`config.mk`:
```
export PLATFORM = sky130hd
export DESIGN_NAME = chunked_body_decoder
export DESIGN_NICKNAME = d
export VERILOG_FILES = /design/src/cbd_pkg.sv /design/src/cbd_parse.sv /design/src/chunked_body_decoder.sv
export SDC_FILE = /design/constraint.sdc
export NUM_CORES = 1
export LEC_CHECK = 0
export BUFFER_PORTS_ARGS = -buffer_cell sky130_fd_sc_hd__buf_2
export CAP_MARGIN = 20
export CELL_PAD_IN_SITES_DETAIL_PLACEMENT = 0
export CELL_PAD_IN_SITES_GLOBAL_PLACEMENT = 1
export CORE_UTILIZATION = 40
export CTS_CLUSTER_SIZE = 28
export DETAILED_ROUTE_END_ITERATION = 12
export GPL_ROUTABILITY_DRIVEN = 0
export PLACE_DENSITY_LB_ADDON = 0.1
export SLEW_MARGIN = 20
export SYNTH_ARGS = -nofsm -noshare
export SYNTH_HDL_FRONTEND = slang
export SYNTH_HIERARCHICAL = 1
export SYNTH_SLANG_ARGS = --single-unit
```
`constraint.sdc`:
```
create_clock -name clk -period 10.3 [get_ports clk]
set_input_delay 1.03 -clock clk [delete_from_list [all_inputs] [get_ports clk]]
set_output_delay 1.03 -clock clk [all_outputs]
set_load 0.01 [all_outputs]
```
`src/cbd_pkg.sv`:
```
// ----------------------------------------------------------------------------
// cbd_pkg
// Shared codes and types for the chunked body decoder: parse phases,
// line-break characters and the result word passed from parser to output.
// ----------------------------------------------------------------------------
`timescale 1ns / 1ps
`default_nettype none

package cbd_pkg;

  // parse phases
  localparam logic [2:0] PH_HEADER = 3'd0;
  localparam logic [2:0] PH_SIZE   = 3'd1;
  localparam logic [2:0] PH_DATA   = 3'd2;
  localparam logic [2:0] PH_SKIP   = 3'd3;
  localparam logic [2:0] PH_DONE   = 3'd4;

  // line-break characters
  localparam logic [7:0] CH_CR = 8'd13;
  localparam logic [7:0] CH_LF = 8'd10;

  // beats in the closing CR LF CR LF, less the first one
  localparam logic [1:0] TERM_TAIL = 2'd3;

  // what one input beat produces
  typedef struct packed {
    logic       emit;   // one byte (or the terminator) goes out
    logic       term;   // emit the four-byte terminator
    logic [7:0] data;   // byte for a pass-through beat
    logic       sat;    // chunk size saturated
  } cbd_res_t;

endpackage

`default_nettype wire

```
`src/cbd_parse.sv`:
```
// ----------------------------------------------------------------------------
// cbd_parse
// Parse state of the chunked body decoder. Decodes the registered input beat
// combinationally and updates the state when that beat is consumed.
// ----------------------------------------------------------------------------
`timescale 1ns / 1ps
`default_nettype none

module cbd_parse #(
  parameter int SIZE_BITS = 32
) (
  input  wire logic            clk,
  input  wire logic            rst_n,
  input  wire logic            advance,
  input  wire logic [7:0]      beat_byte,
  input  wire logic            beat_start,
  output cbd_pkg::cbd_res_t    res
);

  localparam logic [SIZE_BITS-1:0] SIZE_MAX = {SIZE_BITS{1'b1}};

  logic [2:0]           phase_r,     phase_nxt;
  logic [1:0]           blank_r,     blank_nxt;
  logic [SIZE_BITS-1:0] chunk_r,     chunk_nxt;
  logic [SIZE_BITS-1:0] left_r,      left_nxt;
  logic                 dd_r,        dd_nxt;
  logic                 saw_cr_r,    saw_cr_nxt;
  logic [1:0]           skip_r,      skip_nxt;
  logic                 ovf_r,       ovf_nxt;

  logic [2:0]           ph;
  logic [1:0]           bm;
  logic [7:0]           pat_byte;
  logic                 is_hex;
  logic [3:0]           hex_val;

  // decode one hex digit
  always_comb begin
    is_hex  = 1'b1;
    hex_val = 4'd0;
    if (beat_byte >= 8'h30 && beat_byte <= 8'h39) begin
      hex_val = 4'(beat_byte - 8'h30);
    end else if (beat_byte >= 8'h61 && beat_byte <= 8'h66) begin
      hex_val = 4'(beat_byte - 8'h57);
    end else if (beat_byte >= 8'h41 && beat_byte <= 8'h46) begin
      hex_val = 4'(beat_byte - 8'h37);
    end else begin
      is_hex = 1'b0;
    end
  end

  // a message start restarts in the header
  assign ph       = beat_start ? cbd_pkg::PH_HEADER : phase_r;
  assign bm       = beat_start ? 2'd0 : blank_r;
  assign pat_byte = bm[0] ? cbd_pkg::CH_LF : cbd_pkg::CH_CR;

  // next state and result of the current beat
  always_comb begin
    phase_nxt  = ph;
    blank_nxt  = bm;
    chunk_nxt  = chunk_r;
    left_nxt   = left_r;
    dd_nxt     = dd_r;
    saw_cr_nxt = saw_cr_r;
    skip_nxt   = skip_r;
    ovf_nxt    = ovf_r;
    res        = '0;
    res.data   = beat_byte;

    unique case (ph)
      cbd_pkg::PH_HEADER: begin
        res.emit = 1'b1;
        if (beat_byte == pat_byte) begin
          if (bm == 2'd3) begin
            blank_nxt  = 2'd0;
            phase_nxt  = cbd_pkg::PH_SIZE;
            chunk_nxt  = '0;
            dd_nxt     = 1'b0;
            saw_cr_nxt = 1'b0;
            ovf_nxt    = 1'b0;
          end else begin
            blank_nxt = bm + 2'd1;
          end
        end else begin
          blank_nxt = (beat_byte == cbd_pkg::CH_CR) ? 2'd1 : 2'd0;
        end
      end

      cbd_pkg::PH_SIZE: begin
        if (!dd_r && is_hex) begin
          // accumulate, saturating when the top nibble is already in use
          if (chunk_r[SIZE_BITS-1 -: 4] != 4'd0) begin
            chunk_nxt = SIZE_MAX;
            ovf_nxt   = 1'b1;
          end else begin
            chunk_nxt = {chunk_r[SIZE_BITS-5:0], hex_val};
          end
        end else if (!dd_r && chunk_r == '0) begin
          // empty or zero size ends the message
          dd_nxt    = 1'b1;
          res.emit  = 1'b1;
          res.term  = 1'b1;
          phase_nxt = cbd_pkg::PH_DONE;
        end else begin
          dd_nxt = 1'b1;
          if (saw_cr_r && beat_byte == cbd_pkg::CH_LF) begin
            left_nxt   = chunk_r;
            saw_cr_nxt = 1'b0;
            phase_nxt  = cbd_pkg::PH_DATA;
          end else begin
            saw_cr_nxt = (beat_byte == cbd_pkg::CH_CR);
          end
        end
      end

      cbd_pkg::PH_DATA: begin
        res.emit = 1'b1;
        res.sat  = ovf_r;
        left_nxt = left_r - SIZE_BITS'(1);
        if (left_r == SIZE_BITS'(1)) begin
          skip_nxt  = 2'd2;
          phase_nxt = cbd_pkg::PH_SKIP;
        end
      end

      cbd_pkg::PH_SKIP: begin
        skip_nxt = skip_r - 2'd1;
        if (skip_r == 2'd1) begin
          phase_nxt  = cbd_pkg::PH_SIZE;
          chunk_nxt  = '0;
          dd_nxt     = 1'b0;
          saw_cr_nxt = 1'b0;
          ovf_nxt    = 1'b0;
        end
      end

      default: begin
        // finished or unused code: ignore input
      end
    endcase
  end

  // advance state when the beat is consumed
  always_ff @(posedge clk) begin
    if (!rst_n) begin
      phase_r  <= cbd_pkg::PH_HEADER;
      blank_r  <= 2'd0;
      chunk_r  <= '0;
      left_r   <= '0;
      dd_r     <= 1'b0;
      saw_cr_r <= 1'b0;
      skip_r   <= 2'd0;
      ovf_r    <= 1'b0;
    end else if (advance) begin
      phase_r  <= phase_nxt;
      blank_r  <= blank_nxt;
      chunk_r  <= chunk_nxt;
      left_r   <= left_nxt;
      dd_r     <= dd_nxt;
      saw_cr_r <= saw_cr_nxt;
      skip_r   <= skip_nxt;
      ovf_r    <= ovf_nxt;
    end
  end

endmodule

`default_nettype wire

```
`src/chunked_body_decoder.sv`:
```
// ----------------------------------------------------------------------------
// chunked_body_decoder
// Byte-wide decoder for HTTP chunked transfer coding.
// ----------------------------------------------------------------------------
// Usage:
//   Input channel (in_valid / in_stall) carries one raw message byte per beat
//   with in_msg_start marking the first byte of a new message. Header bytes up
//   to the first blank line pass straight through; chunk-size lines and the
//   two bytes after each chunk are dropped; chunk data passes through with
//   out_size_saturated showing a clipped size. A zero size ends the message
//   with CR LF CR LF, out_last on the final byte; later bytes are dropped
//   until the next message start.
//   An input beat passes through the input register, then the output
//   register. One byte is taken every cycle unless in_stall is high; a
//   message end occupies the output register for four beats, and input
//   stalls for three of them if a further byte needs the output.
//   Bytes that produce nothing are consumed without waiting on the output.
//   When out_stall is high the output beat holds and the input register
//   fills, after which in_stall rises in the same cycle.
//   Synchronous reset (rst_n low) empties both registers and returns the
//   parser to the header phase.
// ----------------------------------------------------------------------------
`timescale 1ns / 1ps
`default_nettype none

module chunked_body_decoder #(
  parameter int SIZE_BITS = 32
) (
  input  wire logic       clk,
  input  wire logic       rst_n,
  input  wire logic       in_valid,
  output      logic       in_stall,
  input  wire logic [7:0] in_byte,
  input  wire logic       in_msg_start,
  output      logic       out_valid,
  input  wire logic       out_stall,
  output      logic [7:0] out_byte,
  output      logic       out_last,
  output      logic       out_size_saturated
);

  logic              s1_valid_r;
  logic [7:0]        s1_byte_r;
  logic              s1_start_r;
  logic              s1_take;
  logic              s2_free;
  logic              in_take;

  logic              out_valid_r;
  logic [7:0]        out_byte_r;
  logic              out_last_r;
  logic              out_sat_r;
  logic [1:0]        term_left_r;

  cbd_pkg::cbd_res_t res;

  // decode the registered beat
  cbd_parse #(
    .SIZE_BITS (SIZE_BITS)
  ) u_parse (
    .clk        (clk),
    .rst_n      (rst_n),
    .advance    (s1_valid_r && s1_take),
    .beat_byte  (s1_byte_r),
    .beat_start (s1_start_r),
    .res        (res)
  );

  // handshake between the two registers
  assign s2_free  = !out_valid_r || (!out_stall && term_left_r == 2'd0);
  assign s1_take  = !res.emit || s2_free;
  assign in_stall = s1_valid_r && !s1_take;
  assign in_take  = in_valid && !in_stall;

  // input register
  always_ff @(posedge clk) begin
    if (!rst_n) begin
      s1_valid_r <= 1'b0;
    end else if (!in_stall) begin
      s1_valid_r <= in_valid;
    end
  end

  always_ff @(posedge clk) begin
    if (in_take) begin
      s1_byte_r  <= in_byte;
      s1_start_r <= in_msg_start;
    end
  end

  // output register: load a result or step through the terminator
  always_ff @(posedge clk) begin
    if (!rst_n) begin
      out_valid_r <= 1'b0;
      term_left_r <= 2'd0;
      out_byte_r  <= 8'd0;
      out_last_r  <= 1'b0;
      out_sat_r   <= 1'b0;
    end else if (s1_valid_r && s1_take && res.emit) begin
      out_valid_r <= 1'b1;
      out_byte_r  <= res.term ? cbd_pkg::CH_CR : res.data;
      out_last_r  <= 1'b0;
      out_sat_r   <= res.sat && !res.term;
      term_left_r <= res.term ? cbd_pkg::TERM_TAIL : 2'd0;
    end else if (out_valid_r && !out_stall) begin
      if (term_left_r != 2'd0) begin
        out_byte_r  <= term_left_r[0] ? cbd_pkg::CH_LF : cbd_pkg::CH_CR;
        out_last_r  <= (term_left_r == 2'd1);
        out_sat_r   <= 1'b0;
        term_left_r <= term_left_r - 2'd1;
      end else begin
        out_valid_r <= 1'b0;
      end
    end
  end

  assign out_valid          = out_valid_r;
  assign out_byte           = out_byte_r;
  assign out_last           = out_last_r;
  assign out_size_saturated = out_sat_r;

  // checks
  a_last_is_lf: assert property (@(posedge clk) disable iff (!rst_n)
    out_valid_r && out_last_r |-> out_byte_r == cbd_pkg::CH_LF && term_left_r == 2'd0)
    else $error("last beat is not the closing LF");

  a_term_needs_valid: assert property (@(posedge clk) disable iff (!rst_n)
    term_left_r != 2'd0 |-> out_valid_r && !out_last_r)
    else $error("terminator pending without a valid output beat");

  a_stalled_beat_kept: assert property (@(posedge clk) disable iff (!rst_n)
    in_stall |=> s1_valid_r && $stable(s1_byte_r) && $stable(s1_start_r))
    else $error("held input beat lost while stalled");

  a_term_sat_clear: assert property (@(posedge clk) disable iff (!rst_n)
    out_valid_r && term_left_r != 2'd0 |-> !out_sat_r)
    else $error("saturation flag set on a terminator beat");

endmodule

`default_nettype wire

```
# After elaboration in Yosys (flattened, before gate mapping)
# Cells that the tools add are included.
# Widths: inputs -> output; s select.
# op_classes
mux	65
reduce_logical	43
order_cmp	6
n_eq_ne	20
addsub	7
bitwise	1
# ops
cell	count
$mux 32	8
$pmux 32 s3	1
$pmux 32 s2	1
$eq 32x1->1 const B	1
$logic_not 32->1	1
$mux 8	4
$sub 32x1->32 const B	1
$mux 3	10
$mux 2	11
$mux 1	21
$eq 8x4->1 const B	2
$ge 8x7->1 const B	2
$le 8x7->1 const B	2
$ne 2x1->1 const B	7
$reduce_and 7->1	2
$logic_and 1x1->1	13
$mux 4	3
$pmux 3 s4	1
$reduce_and 6->1	2
$reduce_bool 2->1	5
$pmux 1 s3	3
$eq 8x4->1	1
$ge 8x6->1 const B	1
$le 8x6->1 const B	1
other kinds (22)	38
# totals
register_bits	97
output_inout_bits	12
word_cells	158
inputBits	13

# Longest topological paths before layout
# logic_depth
ltp_word	14
ltp_mapped	14
depth_no_buf	12

# By module
# The synthesis kept the hierarchy.
# modules_own_cells
module	cells_each	n_inst	area_each_um2	seq_area_each_um2
cbd_parse	564	1	4428.0	1481.4
chunked_body_decoder	83	1	937.1	550.5

# Least setup slack after synthesis
# OpenSTA, ideal clock, no wires.
# synth_path
kind	reg2reg
startpoint	reg s1_byte_r[0]
endpoint	reg u_parse.left_r[5]
path_stages_with_launch	15
setup_ps	116
arrival_ps	3466
synth_period_minus_slack_ps	3583
required_time_ps	10184
slack_ps	6717
path_buffers	2
cell_sequence	edfxtp_1 > inv_1 > ha_1 > o21bai_1 > a2111oi_4 > o21ba_2 > nor3_1 > or3_1 > a31oi_1 > buf_1 > a21boi_0 > o21a_1 > clkbuf_1 > a21oi_1 > a31o_2
# synth_rtl
element	line_no	rtl
from (decl)	chunked_body_decoder.sv:43	logic [7:0] s1_byte_r;
from (signal assigned)	chunked_body_decoder.sv:86	s1_byte_r <= in_byte;
to (signal assigned)	cbd_parse.sv:158	left_r <= left_nxt;
to (decl)	cbd_parse.sv:25	logic [SIZE_BITS-1:0] left_r, left_nxt;

==> out/metrics.yaml <==
run_status:
  status: "complete, no violations"
cts:
  clock_sinks: 97
  cts_resized: 0
  cts_buffer_depth: 2
  cts.clk_slew.worst_paths_ns: 0.07
  clk-insertion-delay-late_ns: 0.35
  cts_tree: "yes"
  numCtsBuffers: 9
  cts_htree_levels: 3
  root_buffer: "clkbuf_16"
  cts_hold_buf: 0
  post_cts_buffers: 0
flow_run:
  cap_violations: 0
cells_and_area:
  multi_input_area_sq_um: 3000
  antenna_cells: 0
  final_area_sq_um: 5760
  seq_area_sq_um: 2030
  drive_gt1_share_pct: 12.6
  nets: 655
  area.growth.synth_to_final_pct: 7.28
  fill_cells: 1318
timing:
  period_share_pct: 44.5
  tns_ns: 0
  final_max_slew_viol_count: 0
  finalHoldViolCount: 0
  worstMarginPinSlew_ns: 0.891
  rsz0062_at_grt: "no"
  whs_ns: 0.463
  slew_headroom_pct: 40.5
  finalCriticalPeriod_ns: 4.58
  fmax_ghz: 0.218
  finalSetupViolations: 0
  skew_ns: 0.00892
placement:
  port_buffers: 24
  dpl_cell_area_sq_um: 5480
  place_hpwl_mm: 9.31
grt:
  grt_usage_pct: 21.1
  grt_max_degree: 72
  grt_pass1_wl_mm: 23.3
  grt_overflow: 0
  grt_antenna_before_repair: 0
  grt_pass1_vias: 4379
yosys:
  synth_common_cells: "88 x dfxtp_1, 68 x a21oi_1, 61 x nand2_1"
  ys_seq_area_share_pct: 37.9
  ys_ff_latch: 97
  synth_area_leaders: "dfxtp_1 33%, a21oi_1 6.3%, o211ai_1 5.2%"
  netlist_area_sq_um: 5370
  yosys_warnings: 6
  synth_fp_nets: 670
  yosys.cell_count.top_type: "dfxtp_1"
  synth_ff_type: "dfxtp_1"
  synthArstFlopShare_pct: 0
  synth.distinct_cells: 73
  syn_inst: 647
  avgSynthCellArea_sq_um: 8.29
  yosysTopAreaCell: "dfxtp_1"
  yosysTopAreaCellShare_pct: 32.8
  synth_edf_count: 9
worst_setup_path:
  ff2ff_setup_slack_ns: 5.72
  r2r_end: "u_parse/left_r[19]$_SDFFE_PN0P_"
  rr_startpoint: "s1_byte_r[0]$_DFFE_PP_"
  r2r_cells: 12
  crit_start: "s1_byte_r[0]$_DFFE_PP_"
  crit_fanout: 22
  endpoint: "u_parse/left_r[19]$_SDFFE_PN0P_"
  cp-end-kind: "flop"
  cp.required_ns: 10.55
  crit_type: "reg -> reg"
  arrival_ns: 4.82
  worstSetupStartpointType: "flop"
routing:
  routed_wl_mm: 14.1
  postRouteAntennaNets: 0
  drt_iter0_drc: 406
  dr_total_vias: 4681
  viasPerCell: 5.79
  wl_per_cell_um: 17.4
  drc_errors: 0
  drt_pass1_iterations: 5
die:
  num_rows: 41
  ios: 25
  die_h_um: 118
  core_area_sq_um: 12800
  die_area_sq_um: 13900
  initial_core_util_pct: 41.8
  fp.dieW_um: 118
min_path:
  worstHoldStart: "u_parse/saw_cr_r$_SDFFE_PN0P_"
  hp-class: "reg -> reg"
power_and_ir_drop:
  peakVddDrop_mv: 0.0800
  powerDensity_nw_per_um2: 137
  p_leak_nw: 1.97
[registers in the layout, indices dropped and copies added, names as in the netlist, 2 cells and up]
| name | cells |
|---|---|
| u_parse/skip_r | 2 |
| u_parse/left_r | 32 |
| u_parse/phase_r | 3 |
| u_parse/chunk_r | 32 |
| s1_byte_r | 8 |
| term_left_r | 2 |
| u_parse/blank_r | 2 |
| out_byte | 8 |
[stage by stage]
step	utilization [%]	instances	worst slack [ns]	total power [mW]
floorplan	-	647	6.72	0.450
global placement	42.7	793	5.99	0.466
detailed placement	42.7	793	5.79	0.466
CTS	44.9	809	5.76	0.799
global route	44.9	809	5.26	0.819
finish	44.9	809	5.72	0.789
[cells in the final DEF, fill, tap and decap left out, drive strengths merged, types with 3 or more instances in the layout]
cell type	instances
o211ai	38
buf	31
clkbuf	11
nor2	34
o31ai	12
and3	6
nor2b	10
a21o	7
o21a	6
nand4	4
or4	5
nor3	15
and2	4
nand2	61
o21ai	38
edfxtp	9
clkinv	5
a21oi	78
a22o	3
inv	15
or3	8
ha	10
nand2b	36
nor4	17
mux2i	3
dfxtp	88
nand3	19
a21boi	6
a22oi	12
or2	3
a31o	3
a31oi	6
[cell families after synthesis]
kind of cell	Yosys count	synth area share [%]
buffers and inverters	73	6.65
flip-flops	97	37.9
AO/OA/AOI/OAI	233	29.7
AND/OR/NAND/NOR	230	22.7
adder cells (fa/ha/maj)	10	2.33
multiplexers	4	0.770
[worst min path at each step]
stage	slack, ns	cells past startpoint	end
6_report	0.46	2	u_parse/saw_cr_r$_SDFFE_PN0P_
5_1_grt	0.50	2	u_parse/left_r[10]$_SDFFE_PN0P_
4_1_cts	0.46	2	u_parse/saw_cr_r$_SDFFE_PN0P_
3_5_place_dp	0.45	2	u_parse/saw_cr_r$_SDFFE_PN0P_
3_3_place_gp	0.44	2	u_parse/saw_cr_r$_SDFFE_PN0P_
2_1_floorplan	0.43	2	u_parse/saw_cr_r$_SDFFE_PN0P_
[power by group]
group / total, mW / switching, mW / internal, mW
sequential: 0.396 / 0.00866 / 0.388
clock: 0.331 / 0.145 / 0.186
combinational: 0.0618 / 0.0407 / 0.0211
[layout make-up]
| cell class | count | share of cell area [%] |
|---|---|---|
| Clock buffer | 11 | 4.04 |
| Clock inverter | 5 | 0.826 |
| Inverter | 16 | 1.04 |
| Multi-Input combinational cell | 477 | 52.0 |
| Sequential cell | 97 | 35.3 |
| Tap cell | 172 | 3.74 |
| Timing Repair Buffer | 31 | 3.00 |
[per-layer routing]
metal  vias to the layer above  GRT usage (%)  routed length (um)
met5                         -              0                   0
met4                         0           7.21                 204
met3                        14           2.86                 501
met2                        78           30.3                5970
met1                      2249           32.0                7420
li1                       2340              -                   -
[worst max-delay path: stages, from the launching register on]
cell and delay [ns]:
edfxtp_1 0.52, inv_1 0.22, ha_1 0.20, o21bai_1 0.12, a2111oi_4 0.53, o21ba_2 0.26
nor3_1 0.09, or3_1 0.40, a31oi_1 0.58, a21boi_0 0.37, o21a_1 0.70, o21ai_0 0.19
a31o_1 0.26
Power figures use the tool's default switching activity.
